$ cat src/design/isotp_pkg.sv
`default_nettype none

package isotp_pkg;

   // PCI type codes (high nibble of frame byte 0)
   localparam logic [3:0] PCI_SINGLE = 4'd0;
   localparam logic [3:0] PCI_FIRST  = 4'd1;
   localparam logic [3:0] PCI_CONSEC = 4'd2;
   localparam logic [3:0] PCI_FLOW   = 4'd3;

   // flow status codes of received flow control
   localparam logic [3:0] FS_CONTINUE = 4'd0;
   localparam logic [3:0] FS_LAST     = 4'd2;

   // configuration register indexes
   localparam logic [1:0] CSR_RX_CAPACITY = 2'd0;
   localparam logic [1:0] CSR_FC_STATUS   = 2'd1;
   localparam logic [1:0] CSR_FC_STMIN    = 2'd2;

   localparam logic [11:0] CAPACITY_RESET = 12'd4095;
   localparam logic [12:0] MAX_MESSAGE_LENGTH = 13'd4095;

   // block plan and flow control points
   localparam logic [11:0] BLOCK_ONE_LIMIT = 12'd1785;
   localparam logic [11:0] BLOCK_TWO_LIMIT = 12'd3570;
   localparam logic [11:0] FC_POINT_ONE    = 12'd1791;
   localparam logic [11:0] FC_POINT_TWO    = 12'd3576;
   localparam logic [7:0]  FULL_BLOCK      = 8'd255;
   localparam logic [11:0] FRAME_DATA      = 12'd7;
   localparam logic [11:0] FIRST_DATA      = 12'd6;
   localparam logic [3:0]  SINGLE_MAX      = 4'd7;

   // ceil(len / 7) as (len + 6) * 2341 >> 14, exact for len + 6 up to 1791
   localparam logic [11:0] RECIP_SEVEN = 12'd2341;
   localparam int          RECIP_SHIFT = 14;

   // job queue between front and back
   localparam int QUEUE_DEPTH = 2;
   localparam int JOB_BYTES   = 7;

   typedef enum logic [1:0] {
      RX_IDLE     = 2'd0,
      RX_PROGRESS = 2'd1,
      RX_FULL     = 2'd2
   } rx_state_type;

   typedef enum logic [1:0] {
      KIND_WRITE  = 2'd0,
      KIND_FC     = 2'd1,
      KIND_STATUS = 2'd2
   } result_kind_type;

   typedef enum logic [2:0] {
      CODE_OK       = 3'd0,
      CODE_WRONG_SN = 3'd1,
      CODE_LENGTH   = 3'd2,
      CODE_OVERFLOW = 3'd3,
      CODE_IGNORED  = 3'd4
   } result_code_type;

   // one classified frame, as handed from front to back
   typedef struct packed {
      logic [2:0]                  num_writes;
      logic [11:0]                 base_offset;
      logic [JOB_BYTES-1:0][7:0]   data;
      logic                        fc_en;
      logic [3:0]                  fc_status;
      logic [7:0]                  fc_block_size;
      logic [7:0]                  fc_stmin;
      rx_state_type                rx_state;
      result_code_type             code;
      logic [11:0]                 length;
      logic [7:0]                  credit;
   } job_type;

   // frames needed for len bytes at seven per frame
   function automatic logic [7:0] frames_for(input logic [11:0] len);
      logic [11:0] padded;
      logic [23:0] prod;
      padded = len + 12'd6;
      prod = {12'b0, padded} * {12'b0, RECIP_SEVEN};
      return prod[RECIP_SHIFT+7:RECIP_SHIFT];
   endfunction

endpackage

`default_nettype wire

$ cat src/design/isotp_front.sv
`default_nettype none

module isotp_front
   import isotp_pkg::*;
(
   input  wire logic        clock,
   input  wire logic        reset,
   input  wire logic        req_valid,
   output logic             req_stall,
   input  wire logic [7:0]  req_pci_byte,
   input  wire logic [7:0]  req_frame_byte_1,
   input  wire logic [7:0]  req_frame_byte_2,
   input  wire logic [7:0]  req_frame_byte_3,
   input  wire logic [7:0]  req_frame_byte_4,
   input  wire logic [7:0]  req_frame_byte_5,
   input  wire logic [7:0]  req_frame_byte_6,
   input  wire logic [7:0]  req_frame_byte_7,
   input  wire logic [11:0] cfg_capacity,
   input  wire logic [3:0]  cfg_fc_status,
   input  wire logic [7:0]  cfg_fc_stmin,
   input  wire logic        queue_full,
   output logic             push,
   output job_type          push_job
);

   // reassembly state
   rx_state_type rx_status_ff, rx_status_in;
   logic [11:0]  rx_length_ff, rx_length_in;
   logic [11:0]  rx_offset_ff, rx_offset_in;
   logic [3:0]   exp_seq_ff, exp_seq_in;
   logic [7:0]   cur_frames_ff, cur_frames_in;
   logic [1:0]   block_count_ff, block_count_in;
   logic [7:0]   last_frames_ff, last_frames_in;
   logic [7:0]   credit_ff, credit_in;

   // decode results
   logic [3:0]      pci_kind;
   logic [3:0]      pci_low;
   logic [11:0]     first_len;
   result_code_type code;
   logic            sf_ok, ff_ok, ff_ovf, cf_ok, credit_ld;
   logic [11:0]     avail;
   logic [2:0]      rem;
   logic [11:0]     off_sum;
   logic            fc_point_one, fc_point_two;
   logic [11:0]     plan_arg;
   logic [7:0]      plan_frames;
   logic            accept;

   assign req_stall = queue_full;
   assign accept    = req_valid && !queue_full;
   assign push      = accept;

   assign pci_kind  = req_pci_byte[7:4];
   assign pci_low   = req_pci_byte[3:0];
   assign first_len = {pci_low, req_frame_byte_1};

   // classify the frame
   always_comb begin
      code      = CODE_OK;
      sf_ok     = 1'b0;
      ff_ok     = 1'b0;
      ff_ovf    = 1'b0;
      cf_ok     = 1'b0;
      credit_ld = 1'b0;
      case (pci_kind)
         PCI_SINGLE: begin
            if (rx_status_ff == RX_PROGRESS) code = CODE_IGNORED;
            else if (pci_low == 4'd0 || pci_low > SINGLE_MAX) code = CODE_LENGTH;
            else sf_ok = 1'b1;
         end
         PCI_FIRST: begin
            if (rx_status_ff == RX_PROGRESS) code = CODE_IGNORED;
            else if (first_len <= FRAME_DATA) code = CODE_LENGTH;
            else if (first_len > cfg_capacity ||
                     {1'b0, first_len} > MAX_MESSAGE_LENGTH) begin
               code   = CODE_OVERFLOW;
               ff_ovf = 1'b1;
            end else ff_ok = 1'b1;
         end
         PCI_CONSEC: begin
            if (rx_status_ff != RX_PROGRESS) code = CODE_IGNORED;
            else if (pci_low != exp_seq_ff) code = CODE_WRONG_SN;
            else cf_ok = 1'b1;
         end
         PCI_FLOW: begin
            if (pci_low > FS_LAST) code = CODE_IGNORED;
            else if (pci_low == FS_CONTINUE && req_frame_byte_1 != 8'd0) credit_ld = 1'b1;
         end
         default: code = CODE_IGNORED;
      endcase
   end

   // consecutive frame: bytes still owed, clamped to one frame
   always_comb begin
      avail = (rx_length_ff > rx_offset_ff) ? rx_length_ff - rx_offset_ff : 12'd0;
      rem   = (avail > FRAME_DATA) ? 3'd7 : avail[2:0];
      off_sum = rx_offset_ff + {9'b0, rem};
      fc_point_one = (off_sum == FC_POINT_ONE) &&
                     (block_count_ff == 2'd2 || block_count_ff == 2'd3);
      fc_point_two = (off_sum == FC_POINT_TWO) && (block_count_ff == 2'd3);
   end

   // first frame: block plan, one shared frame count unit
   always_comb begin
      if (first_len <= BLOCK_ONE_LIMIT) plan_arg = first_len;
      else if (first_len <= BLOCK_TWO_LIMIT) plan_arg = first_len - BLOCK_ONE_LIMIT;
      else plan_arg = first_len - BLOCK_TWO_LIMIT;
      plan_frames = frames_for(plan_arg);
   end

   // next state
   always_comb begin
      rx_status_in   = rx_status_ff;
      rx_length_in   = rx_length_ff;
      rx_offset_in   = rx_offset_ff;
      exp_seq_in     = exp_seq_ff;
      cur_frames_in  = cur_frames_ff;
      block_count_in = block_count_ff;
      last_frames_in = last_frames_ff;
      credit_in      = credit_ff;
      if (sf_ok) rx_length_in = {8'b0, pci_low};
      if (ff_ovf) rx_status_in = RX_IDLE;
      if (ff_ok) begin
         if (first_len <= BLOCK_ONE_LIMIT) begin
            cur_frames_in  = plan_frames;
            block_count_in = 2'd1;
            last_frames_in = 8'd0;
         end else if (first_len <= BLOCK_TWO_LIMIT) begin
            cur_frames_in  = FULL_BLOCK;
            block_count_in = 2'd2;
            last_frames_in = plan_frames;
         end else begin
            cur_frames_in  = FULL_BLOCK;
            block_count_in = 2'd3;
            last_frames_in = plan_frames;
         end
         rx_length_in = first_len;
         rx_offset_in = FIRST_DATA;
         exp_seq_in   = 4'd1;
         rx_status_in = RX_PROGRESS;
      end
      if (cf_ok) begin
         rx_offset_in = off_sum;
         exp_seq_in   = exp_seq_ff + 4'd1;
         if (off_sum >= rx_length_ff) rx_status_in = RX_FULL;
         if (fc_point_one && block_count_ff == 2'd2) cur_frames_in = last_frames_ff;
         if (fc_point_one && block_count_ff == 2'd3) cur_frames_in = FULL_BLOCK;
         if (fc_point_two) cur_frames_in = last_frames_ff;
      end
      if (credit_ld) credit_in = req_frame_byte_1;
   end

   // job for the back end
   always_comb begin
      push_job = '0;
      push_job.data[0] = req_frame_byte_1;
      push_job.data[1] = req_frame_byte_2;
      push_job.data[2] = req_frame_byte_3;
      push_job.data[3] = req_frame_byte_4;
      push_job.data[4] = req_frame_byte_5;
      push_job.data[5] = req_frame_byte_6;
      push_job.data[6] = req_frame_byte_7;
      if (sf_ok) push_job.num_writes = pci_low[2:0];
      if (ff_ok) begin
         push_job.num_writes = 3'd6;
         push_job.data[0] = req_frame_byte_2;
         push_job.data[1] = req_frame_byte_3;
         push_job.data[2] = req_frame_byte_4;
         push_job.data[3] = req_frame_byte_5;
         push_job.data[4] = req_frame_byte_6;
         push_job.data[5] = req_frame_byte_7;
         push_job.data[6] = 8'd0;
         push_job.fc_en = 1'b1;
      end
      if (cf_ok) begin
         push_job.num_writes  = rem;
         push_job.base_offset = rx_offset_ff;
         push_job.fc_en       = fc_point_one || fc_point_two;
      end
      push_job.fc_status     = cfg_fc_status;
      push_job.fc_block_size = cur_frames_in;
      push_job.fc_stmin      = cfg_fc_stmin;
      push_job.rx_state      = rx_status_in;
      push_job.code          = code;
      push_job.length        = rx_length_in;
      push_job.credit        = credit_in;
   end

   always_ff @(posedge clock) begin
      if (reset) begin
         rx_status_ff   <= RX_IDLE;
         rx_length_ff   <= 12'd0;
         rx_offset_ff   <= 12'd0;
         exp_seq_ff     <= 4'd0;
         cur_frames_ff  <= 8'd0;
         block_count_ff <= 2'd0;
         last_frames_ff <= 8'd0;
         credit_ff      <= 8'd0;
      end else if (accept) begin
         rx_status_ff   <= rx_status_in;
         rx_length_ff   <= rx_length_in;
         rx_offset_ff   <= rx_offset_in;
         exp_seq_ff     <= exp_seq_in;
         cur_frames_ff  <= cur_frames_in;
         block_count_ff <= block_count_in;
         last_frames_ff <= last_frames_in;
         credit_ff      <= credit_in;
      end
   end

endmodule

`default_nettype wire

$ cat src/design/isotp_queue.sv
`default_nettype none

module isotp_queue
   import isotp_pkg::*;
(
   input  wire logic    clock,
   input  wire logic    reset,
   input  wire logic    push,
   input  wire job_type push_job,
   output logic         full,
   input  wire logic    pop,
   output logic         pop_valid,
   output job_type      pop_job
);

   localparam int PTR_W = $clog2(QUEUE_DEPTH);
   localparam int CNT_W = $clog2(QUEUE_DEPTH + 1);

   job_type              entries_ff [QUEUE_DEPTH];
   logic [PTR_W-1:0]     wr_ptr_ff, wr_ptr_in;
   logic [PTR_W-1:0]     rd_ptr_ff, rd_ptr_in;
   logic [CNT_W-1:0]     count_ff, count_in;

   assign full      = (count_ff == CNT_W'(QUEUE_DEPTH));
   assign pop_valid = (count_ff != '0);
   assign pop_job   = entries_ff[rd_ptr_ff];

   // pointer and fill count update
   always_comb begin
      wr_ptr_in = push ? wr_ptr_ff + PTR_W'(1) : wr_ptr_ff;
      rd_ptr_in = pop ? rd_ptr_ff + PTR_W'(1) : rd_ptr_ff;
      count_in  = count_ff;
      if (push && !pop) count_in = count_ff + CNT_W'(1);
      else if (pop && !push) count_in = count_ff - CNT_W'(1);
   end

   always_ff @(posedge clock) begin
      if (reset) begin
         wr_ptr_ff <= '0;
         rd_ptr_ff <= '0;
         count_ff  <= '0;
      end else begin
         wr_ptr_ff <= wr_ptr_in;
         rd_ptr_ff <= rd_ptr_in;
         count_ff  <= count_in;
      end
   end

   always_ff @(posedge clock) begin
      if (push) entries_ff[wr_ptr_ff] <= push_job;
   end

   // never written when full, never read when empty; a lone push raises the fill count
   a_no_push_full: assert property (@(posedge clock) disable iff (reset)
      push |-> !full) else $error("job queue written while full");
   a_no_pop_empty: assert property (@(posedge clock) disable iff (reset)
      pop |-> pop_valid) else $error("job queue read while empty");
   a_count_track: assert property (@(posedge clock) disable iff (reset)
      push && !pop |=> count_ff == $past(count_ff) + CNT_W'(1))
      else $error("job queue fill count lost a push");

endmodule

`default_nettype wire

$ cat src/design/isotp_back.sv
`default_nettype none

module isotp_back
   import isotp_pkg::*;
(
   input  wire logic    clock,
   input  wire logic    reset,
   input  wire logic    job_valid,
   input  wire job_type job,
   output logic         job_pop,
   output logic         rsp_valid,
   input  wire logic    rsp_stall,
   output logic [1:0]   rsp_result_kind,
   output logic [11:0]  rsp_write_offset,
   output logic [7:0]   rsp_payload_byte,
   output logic [3:0]   rsp_fc_flow_status,
   output logic [7:0]   rsp_fc_block_size,
   output logic [7:0]   rsp_fc_stmin,
   output logic [1:0]   rsp_receive_state,
   output logic [2:0]   rsp_result_code,
   output logic [11:0]  rsp_message_length,
   output logic [7:0]   rsp_tx_block_credit,
   output logic         rsp_last
);

   // job in progress and beat index
   job_type     job_ff;
   logic        busy_ff, busy_in;
   logic [2:0]  idx_ff, idx_in;

   // output register
   logic        rsp_valid_ff, rsp_valid_in;
   result_kind_type kind_ff, kind_in;
   logic [11:0] offset_ff, offset_in;
   logic [7:0]  byte_ff, byte_in;
   logic [3:0]  fs_ff, fs_in;
   logic [7:0]  bs_ff, bs_in;
   logic [7:0]  stmin_ff, stmin_in;
   logic        last_ff, last_in;

   logic [3:0]  beat_count;
   logic [2:0]  last_idx;
   logic        load;
   logic        final_beat;

   // beats in this job: writes then flow control, or one status beat
   always_comb begin
      beat_count = {1'b0, job_ff.num_writes} + {3'b0, job_ff.fc_en};
      last_idx   = (beat_count == 4'd0) ? 3'd0 : 3'(beat_count - 4'd1);
   end

   assign load       = busy_ff && (!rsp_valid_ff || !rsp_stall);
   assign final_beat = (idx_ff == last_idx);
   assign job_pop    = job_valid && (!busy_ff || (load && final_beat));

   // next control state
   always_comb begin
      busy_in = busy_ff;
      idx_in  = idx_ff;
      if (job_pop) begin
         busy_in = 1'b1;
         idx_in  = 3'd0;
      end else if (load) begin
         if (final_beat) busy_in = 1'b0;
         idx_in = idx_ff + 3'd1;
      end
      if (load) rsp_valid_in = 1'b1;
      else if (!rsp_stall) rsp_valid_in = 1'b0;
      else rsp_valid_in = rsp_valid_ff;
   end

   // beat contents
   always_comb begin
      kind_in   = KIND_STATUS;
      offset_in = 12'd0;
      byte_in   = 8'd0;
      fs_in     = 4'd0;
      bs_in     = 8'd0;
      stmin_in  = 8'd0;
      if (idx_ff < job_ff.num_writes) begin
         kind_in   = KIND_WRITE;
         offset_in = job_ff.base_offset + {9'b0, idx_ff};
         byte_in   = job_ff.data[idx_ff];
      end else if (job_ff.fc_en) begin
         kind_in  = KIND_FC;
         fs_in    = job_ff.fc_status;
         bs_in    = job_ff.fc_block_size;
         stmin_in = job_ff.fc_stmin;
      end
      last_in = final_beat;
   end

   always_ff @(posedge clock) begin
      if (reset) begin
         busy_ff      <= 1'b0;
         idx_ff       <= 3'd0;
         rsp_valid_ff <= 1'b0;
      end else begin
         busy_ff      <= busy_in;
         idx_ff       <= idx_in;
         rsp_valid_ff <= rsp_valid_in;
      end
   end

   always_ff @(posedge clock) begin
      if (job_pop) job_ff <= job;
      if (load) begin
         kind_ff   <= kind_in;
         offset_ff <= offset_in;
         byte_ff   <= byte_in;
         fs_ff     <= fs_in;
         bs_ff     <= bs_in;
         stmin_ff  <= stmin_in;
         last_ff   <= last_in;
         rsp_receive_state   <= job_ff.rx_state;
         rsp_result_code     <= job_ff.code;
         rsp_message_length  <= job_ff.length;
         rsp_tx_block_credit <= job_ff.credit;
      end
   end

   assign rsp_valid          = rsp_valid_ff;
   assign rsp_result_kind    = kind_ff;
   assign rsp_write_offset   = offset_ff;
   assign rsp_payload_byte   = byte_ff;
   assign rsp_fc_flow_status = fs_ff;
   assign rsp_fc_block_size  = bs_ff;
   assign rsp_fc_stmin       = stmin_ff;
   assign rsp_last           = last_ff;

   a_idx_bound: assert property (@(posedge clock) disable iff (reset)
      busy_ff |-> idx_ff <= last_idx) else $error("beat index past end of job");
   a_beats_gapless: assert property (@(posedge clock) disable iff (reset)
      rsp_valid_ff && !rsp_stall && !last_ff |=> rsp_valid_ff)
      else $error("gap inside one frame's results");
   a_status_last: assert property (@(posedge clock) disable iff (reset)
      rsp_valid_ff && kind_ff == KIND_STATUS |-> last_ff)
      else $error("status beat not marked last");

endmodule

`default_nettype wire

$ cat src/design/isotp_receive_reassembler_core.sv
`default_nettype none

// channel | direction | handshake            | payload
// req     | in        | req_valid/req_stall  | one CAN frame: PCI byte, bytes 1..7
// rsp     | out       | rsp_valid/rsp_stall  | one result beat, rsp_last on a frame's final beat
// csr     | in        | csr_wr_en            | csr_index selects register, csr_wdata value
//
// A frame is taken while the two-entry job queue has room; the back end sends one result
// beat per clock while rsp_stall is low, 1 to 8 beats per frame. With an idle back end a
// frame passes the job queue, the job register and the output register before its first
// result beat is valid.
// Reset is synchronous: it clears reassembly state, loads register defaults and empties
// the queue and output register. rsp_stall holds the output register; the queue then
// fills and raises req_stall.

module isotp_receive_reassembler_core
   import isotp_pkg::*;
(
   input  wire logic        clock,
   input  wire logic        reset,
   input  wire logic        req_valid,
   output logic             req_stall,
   input  wire logic [7:0]  req_pci_byte,
   input  wire logic [7:0]  req_frame_byte_1,
   input  wire logic [7:0]  req_frame_byte_2,
   input  wire logic [7:0]  req_frame_byte_3,
   input  wire logic [7:0]  req_frame_byte_4,
   input  wire logic [7:0]  req_frame_byte_5,
   input  wire logic [7:0]  req_frame_byte_6,
   input  wire logic [7:0]  req_frame_byte_7,
   output logic             rsp_valid,
   input  wire logic        rsp_stall,
   output logic [1:0]       rsp_result_kind,
   output logic [11:0]      rsp_write_offset,
   output logic [7:0]       rsp_payload_byte,
   output logic [3:0]       rsp_fc_flow_status,
   output logic [7:0]       rsp_fc_block_size,
   output logic [7:0]       rsp_fc_stmin,
   output logic [1:0]       rsp_receive_state,
   output logic [2:0]       rsp_result_code,
   output logic [11:0]      rsp_message_length,
   output logic [7:0]       rsp_tx_block_credit,
   output logic             rsp_last,
   input  wire logic        csr_wr_en,
   input  wire logic [1:0]  csr_index,
   input  wire logic [11:0] csr_wdata
);

   // configuration registers
   logic [11:0] capacity_ff;
   logic [3:0]  fc_status_ff;
   logic [7:0]  fc_stmin_ff;

   always_ff @(posedge clock) begin
      if (reset) begin
         capacity_ff  <= CAPACITY_RESET;
         fc_status_ff <= 4'd0;
         fc_stmin_ff  <= 8'd0;
      end else if (csr_wr_en) begin
         case (csr_index)
            CSR_RX_CAPACITY: capacity_ff  <= csr_wdata;
            CSR_FC_STATUS:   fc_status_ff <= csr_wdata[3:0];
            CSR_FC_STMIN:    fc_stmin_ff  <= csr_wdata[7:0];
            default: ;
         endcase
      end
   end

   logic    q_push, q_full, q_pop, q_valid;
   job_type q_push_job, q_pop_job;

   isotp_front u_front (
      .clock            (clock),
      .reset            (reset),
      .req_valid        (req_valid),
      .req_stall        (req_stall),
      .req_pci_byte     (req_pci_byte),
      .req_frame_byte_1 (req_frame_byte_1),
      .req_frame_byte_2 (req_frame_byte_2),
      .req_frame_byte_3 (req_frame_byte_3),
      .req_frame_byte_4 (req_frame_byte_4),
      .req_frame_byte_5 (req_frame_byte_5),
      .req_frame_byte_6 (req_frame_byte_6),
      .req_frame_byte_7 (req_frame_byte_7),
      .cfg_capacity     (capacity_ff),
      .cfg_fc_status    (fc_status_ff),
      .cfg_fc_stmin     (fc_stmin_ff),
      .queue_full       (q_full),
      .push             (q_push),
      .push_job         (q_push_job)
   );

   isotp_queue u_queue (
      .clock     (clock),
      .reset     (reset),
      .push      (q_push),
      .push_job  (q_push_job),
      .full      (q_full),
      .pop       (q_pop),
      .pop_valid (q_valid),
      .pop_job   (q_pop_job)
   );

   isotp_back u_back (
      .clock               (clock),
      .reset               (reset),
      .job_valid           (q_valid),
      .job                 (q_pop_job),
      .job_pop             (q_pop),
      .rsp_valid           (rsp_valid),
      .rsp_stall           (rsp_stall),
      .rsp_result_kind     (rsp_result_kind),
      .rsp_write_offset    (rsp_write_offset),
      .rsp_payload_byte    (rsp_payload_byte),
      .rsp_fc_flow_status  (rsp_fc_flow_status),
      .rsp_fc_block_size   (rsp_fc_block_size),
      .rsp_fc_stmin        (rsp_fc_stmin),
      .rsp_receive_state   (rsp_receive_state),
      .rsp_result_code     (rsp_result_code),
      .rsp_message_length  (rsp_message_length),
      .rsp_tx_block_credit (rsp_tx_block_credit),
      .rsp_last            (rsp_last)
   );

endmodule

`default_nettype wire
$ cat config.mk
export PLATFORM = sky130hd
export DESIGN_NAME = isotp_receive_reassembler_core
export DESIGN_NICKNAME = d
export VERILOG_FILES = /design/src/design/isotp_pkg.sv /design/src/design/isotp_front.sv /design/src/design/isotp_queue.sv /design/src/design/isotp_back.sv /design/src/design/isotp_receive_reassembler_core.sv
export SDC_FILE = /design/constraint.sdc
export NUM_CORES = 1
export LEC_CHECK = 0
export ABC_CLOCK_PERIOD_IN_PS = 7600
export BUFFER_PORTS_ARGS = -buffer_cell sky130_fd_sc_hd__buf_2
export CAP_MARGIN = 20
export CORE_MARGIN = 4
export CORE_UTILIZATION = 55
export CTS_CLUSTER_SIZE = 30
export DETAILED_ROUTE_END_ITERATION = 10
export GPL_ROUTABILITY_DRIVEN = 1
export PLACE_DENSITY = 0.79
export SLEW_MARGIN = 20
export SYNTH_ARGS = -nofsm -noshare
export SYNTH_HDL_FRONTEND = slang
export SYNTH_HIERARCHICAL = 1
export SYNTH_SLANG_ARGS = --single-unit
$ cat constraint.sdc
create_clock -name clock -period 7.6 [get_ports clock]
set_input_delay 1.14 -clock clock [delete_from_list [all_inputs] [get_ports clock]]
set_output_delay 1.14 -clock clock [all_outputs]
set_load 0.05 [all_outputs]
==> metrics.md <==
| Metric | Value |
|---|---|
| Run status | complete, no violations |
| Layout cells sized above 1 | 25.8% |
| Final antenna-violating net count | 0 |
| Reg2reg start | u_front/rx_offset_ff[1] |
| Slew of the pin with the lowest slew margin | 989 ps |
| CP max stage delay | 540 ps |
| Largest net degree at the start of global routing | 67 |
| Root Driver | clkbuf_16 |
| Leading area contributor after synthesis | edfxtp_1 |
| Critical path fanouts, max | 4 |
| Port bufs | 152 |
| Max clock buf depth | 3 |
| Switching Share | 33.4% |
| Gate Count Post-Synth | 1826 |
| Via count | 15000 |
| Via density per instance | 5.68 |
| Final Cycle Share | 94.8% |
| Asr flop ratio synth | 0% |
| Die Height | 218 um |
| Worst Path Arrival | 7720 ps |
| Final Hold Viols | 0 |
| Startpoint types | primary input |
| Clock latency on the worst-skew pair | 590 ps |
| Final setup viols | 0 |
| DP HPWL | 37.1 mm |
| CTS tree | yes |
| Clk pwr share | 25.2% |
| Total power draw | 10100 uW |
| Initial Utilization | 56.1% |
| Max Slew Vio Count | 0 |
| Number of synthesized flops with an enable pin | 419 |
| Synth area leaders | edfxtp_1 (52%), dfxtp_1 (7.4%), mux2_2 (6.5%), ha_1 (6.1%), nor2_1 (2.0%) |
| Avg Inst Size Synth | 13.3 sq um |
| Net Sw Power | 3390 uW |
| Power density over cell area | 366 mW/mm^2 |
| Synth Cell Area | 0.0243 sq mm |
| First-pass GRT wire length | 83.7 mm |
| Seq/Total Area, Yosys | 59.1% |
| Post-route minimum period | 7200 ps |
| I/O pin cnt | 153 |
| Worst setup path start | req_frame_byte_1[0] |
| Ys Warns | 6 |
| CP max stage cell | fa_1 |
| DR WL/cell | 20.2 um |
| CP required | 8120 ps |
| CP dominant cell by count | ha_1 |
| Total gr overflow | 0 |
| Gate power share | 32.6% |
| Vias in the first global route | 15100 |
| Max-cap viol count | 0 |
| Setup_tns | 0 ps |
| Syn_nets | 2048 |
| Drc violations | 0 |
| WS Path Type | primary input to register |
| GRT Util Overall | 22.3% |
| Part of the power in registers | 42.3% |
| Initial antenna violation count | 0 |
| Achievable frequency | 139 MHz |
| Placement Rows | 76 |
| Power Internal | 6750 uW |
| Hold Startpoint | u_back/job_ff[9] |
| Post-Route WL | 53.4 mm |
| ANT cells | 0 |
| Clock-pin slew on the worst setup and hold paths | 60 ps |
| Area delta synth->final | 13.8% |
| 1st-iter DRT viols | 1257 |
| Cts bufs inserted | 50 |
| Post-synth top area share | 51.7% |
| Full die area | 0.0477 sq mm |
| Num Clock Sinks | 509 |
| Number of H-tree levels | 2 |
| Crit. End Element | register |
| Worst hold path type | register to register |
| Slew headroom | 34.1% |
| Final GP Congestion | 0.897 |
| Nets | 2240 |
| Leakage power | 0.0107 uW |
| First-pass detailed-route iteration total | 5 |
| Layout Utilization | 63.8% |
| IR Drop Worst-Case VDD | 0.240 mV |
| Die width | 218 um |
| Synth Register Bits | 509 |
| Top_reg_cell synth | edfxtp_1 |
| Post-synth cell types | 92 |
| Core ar. | 0.0434 sq mm |
| Clock Skew | 26.3 ps |
[worst paths after layout]
path	to	slack, ps	depth (start not counted)
worst max register to register	u_front/cur_frames_ff[1]	1280	24
worst max-delay path	u_front/cur_frames_ff[1]	400	30
worst min register to register	u_back/rsp_message_length[1]	420	0
worst min-delay path	u_back/rsp_message_length[1]	420	0
[logic make-up (layout without fill, tap and decap cells)]
group,after synthesis,count (layout),share of synthesized area [%]
flops,509,509,59.1
simple gates,449,449,9.42
compound gates,250,250,6.95
mux,215,215,10.6
buf+inv,202,435,3.78
fa+ha+maj,139,139,7.77
xor+xnor,62,62,2.37
[layout by cell type (no fill, tap or decap), types with 77 or more instances in the layout]
master    Yosys  routed
dfxtp_1      90      89
nor2_1      127     126
mux2_2      140     140
buf_4        15      77
edfxtp_1    419     419
inv_1       113     112
nand2_1     100     100
buf_2        26     151
a21oi_1      80      80
ha_1        119     119
[per-stage QoR]
stage / hold slack (ps) / cell area, sq um / std cells / worst slack (ps)
final: 417 / 27700 / 2644 / 398
after global routing: 424 / 27700 / 2644 / -41.8
after CTS: 418 / 27700 / 2643 / 303
after detailed placement: 405 / 25900 / 2550 / -261
after global placement: 402 / 25900 / 2550 / -143
after floorplan: 400 / 24300 / 1826 / 272
[flip-flops by register name, summed over array words and instances (netlist names), 12 cells and up, named ones only]
register / flops
u_queue/entries_ff: 234
u_back/rsp_message_length: 12
u_front/rx_offset_ff: 12
u_back/rsp_write_offset: 12
u_back/job_ff: 117
u_front/rx_length_ff: 12
capacity_ff: 12
[power groups by stage]
stage	clock [uW]	combinational (uW)	sequential, uW
floorplan	0	2080	4680
global placement	0	3190	4300
detailed placement	0	3260	4340
CTS	2600	3290	4290
global route	2720	3620	4350
finish	2550	3300	4280
[metal layers]
layer	global-route usage, %	share of wire [%]	vias up
met5	0	0	-
met4	6.66	2.4	0
met3	3.77	6.2	81
met2	37.4	49	461
met1	30.2	42	7400
li1	-	-	7079
[critical path, delay by kind of cell]
family          cells  cell delay (ps)
mux                 1              210
buf+inv             6              630
simple gates       10             2320
xor+xnor            2              330
fa+ha+maj           7             2320
compound gates      4              740
[cell usage after synthesis (22+ instances only)]
| cell type | number |
|---|---|
| edfxtp_1 | 419 |
| mux2_2 | 140 |
| nor2_1 | 127 |
| ha_1 | 119 |
| inv_1 | 113 |
| nand2_1 | 100 |
| dfxtp_1 | 90 |
| a21oi_1 | 80 |
| mux2i_1 | 37 |
| and3_1 | 34 |
| xnor2_1 | 34 |
| o21ai_0 | 33 |
| clkbuf_1 | 32 |
| mux2_4 | 30 |
| nand2b_1 | 28 |
| nand3_1 | 28 |
| buf_2 | 26 |
| nor3_1 | 26 |
| nor2b_1 | 25 |
| xor2_1 | 25 |
| a211oi_1 | 22 |
| and2_1 | 22 |
[final cells by class]
class / count / area [sq um]
Clock buffer: 69 / 1450
Clock inverter: 24 / 283
Fill cell: 3223 / 15700
Inverter: 114 / 430
Multi-Input combinational cell: 1115 / 9070
Sequential cell: 509 / 14400
Tap cell: 585 / 732
Timing Repair Buffer: 228 / 1330
[repair_timing]
| item | CTS | global route |
|---|---|---|
| hold buffers | 0 | 0 |
| resized for setup | 0 | 3 |
| endpoints found under the setup margin | 0 | 13 |
| setup buffers | 0 | 1 |
No activity file was read; power rests on OpenSTA's default activity.
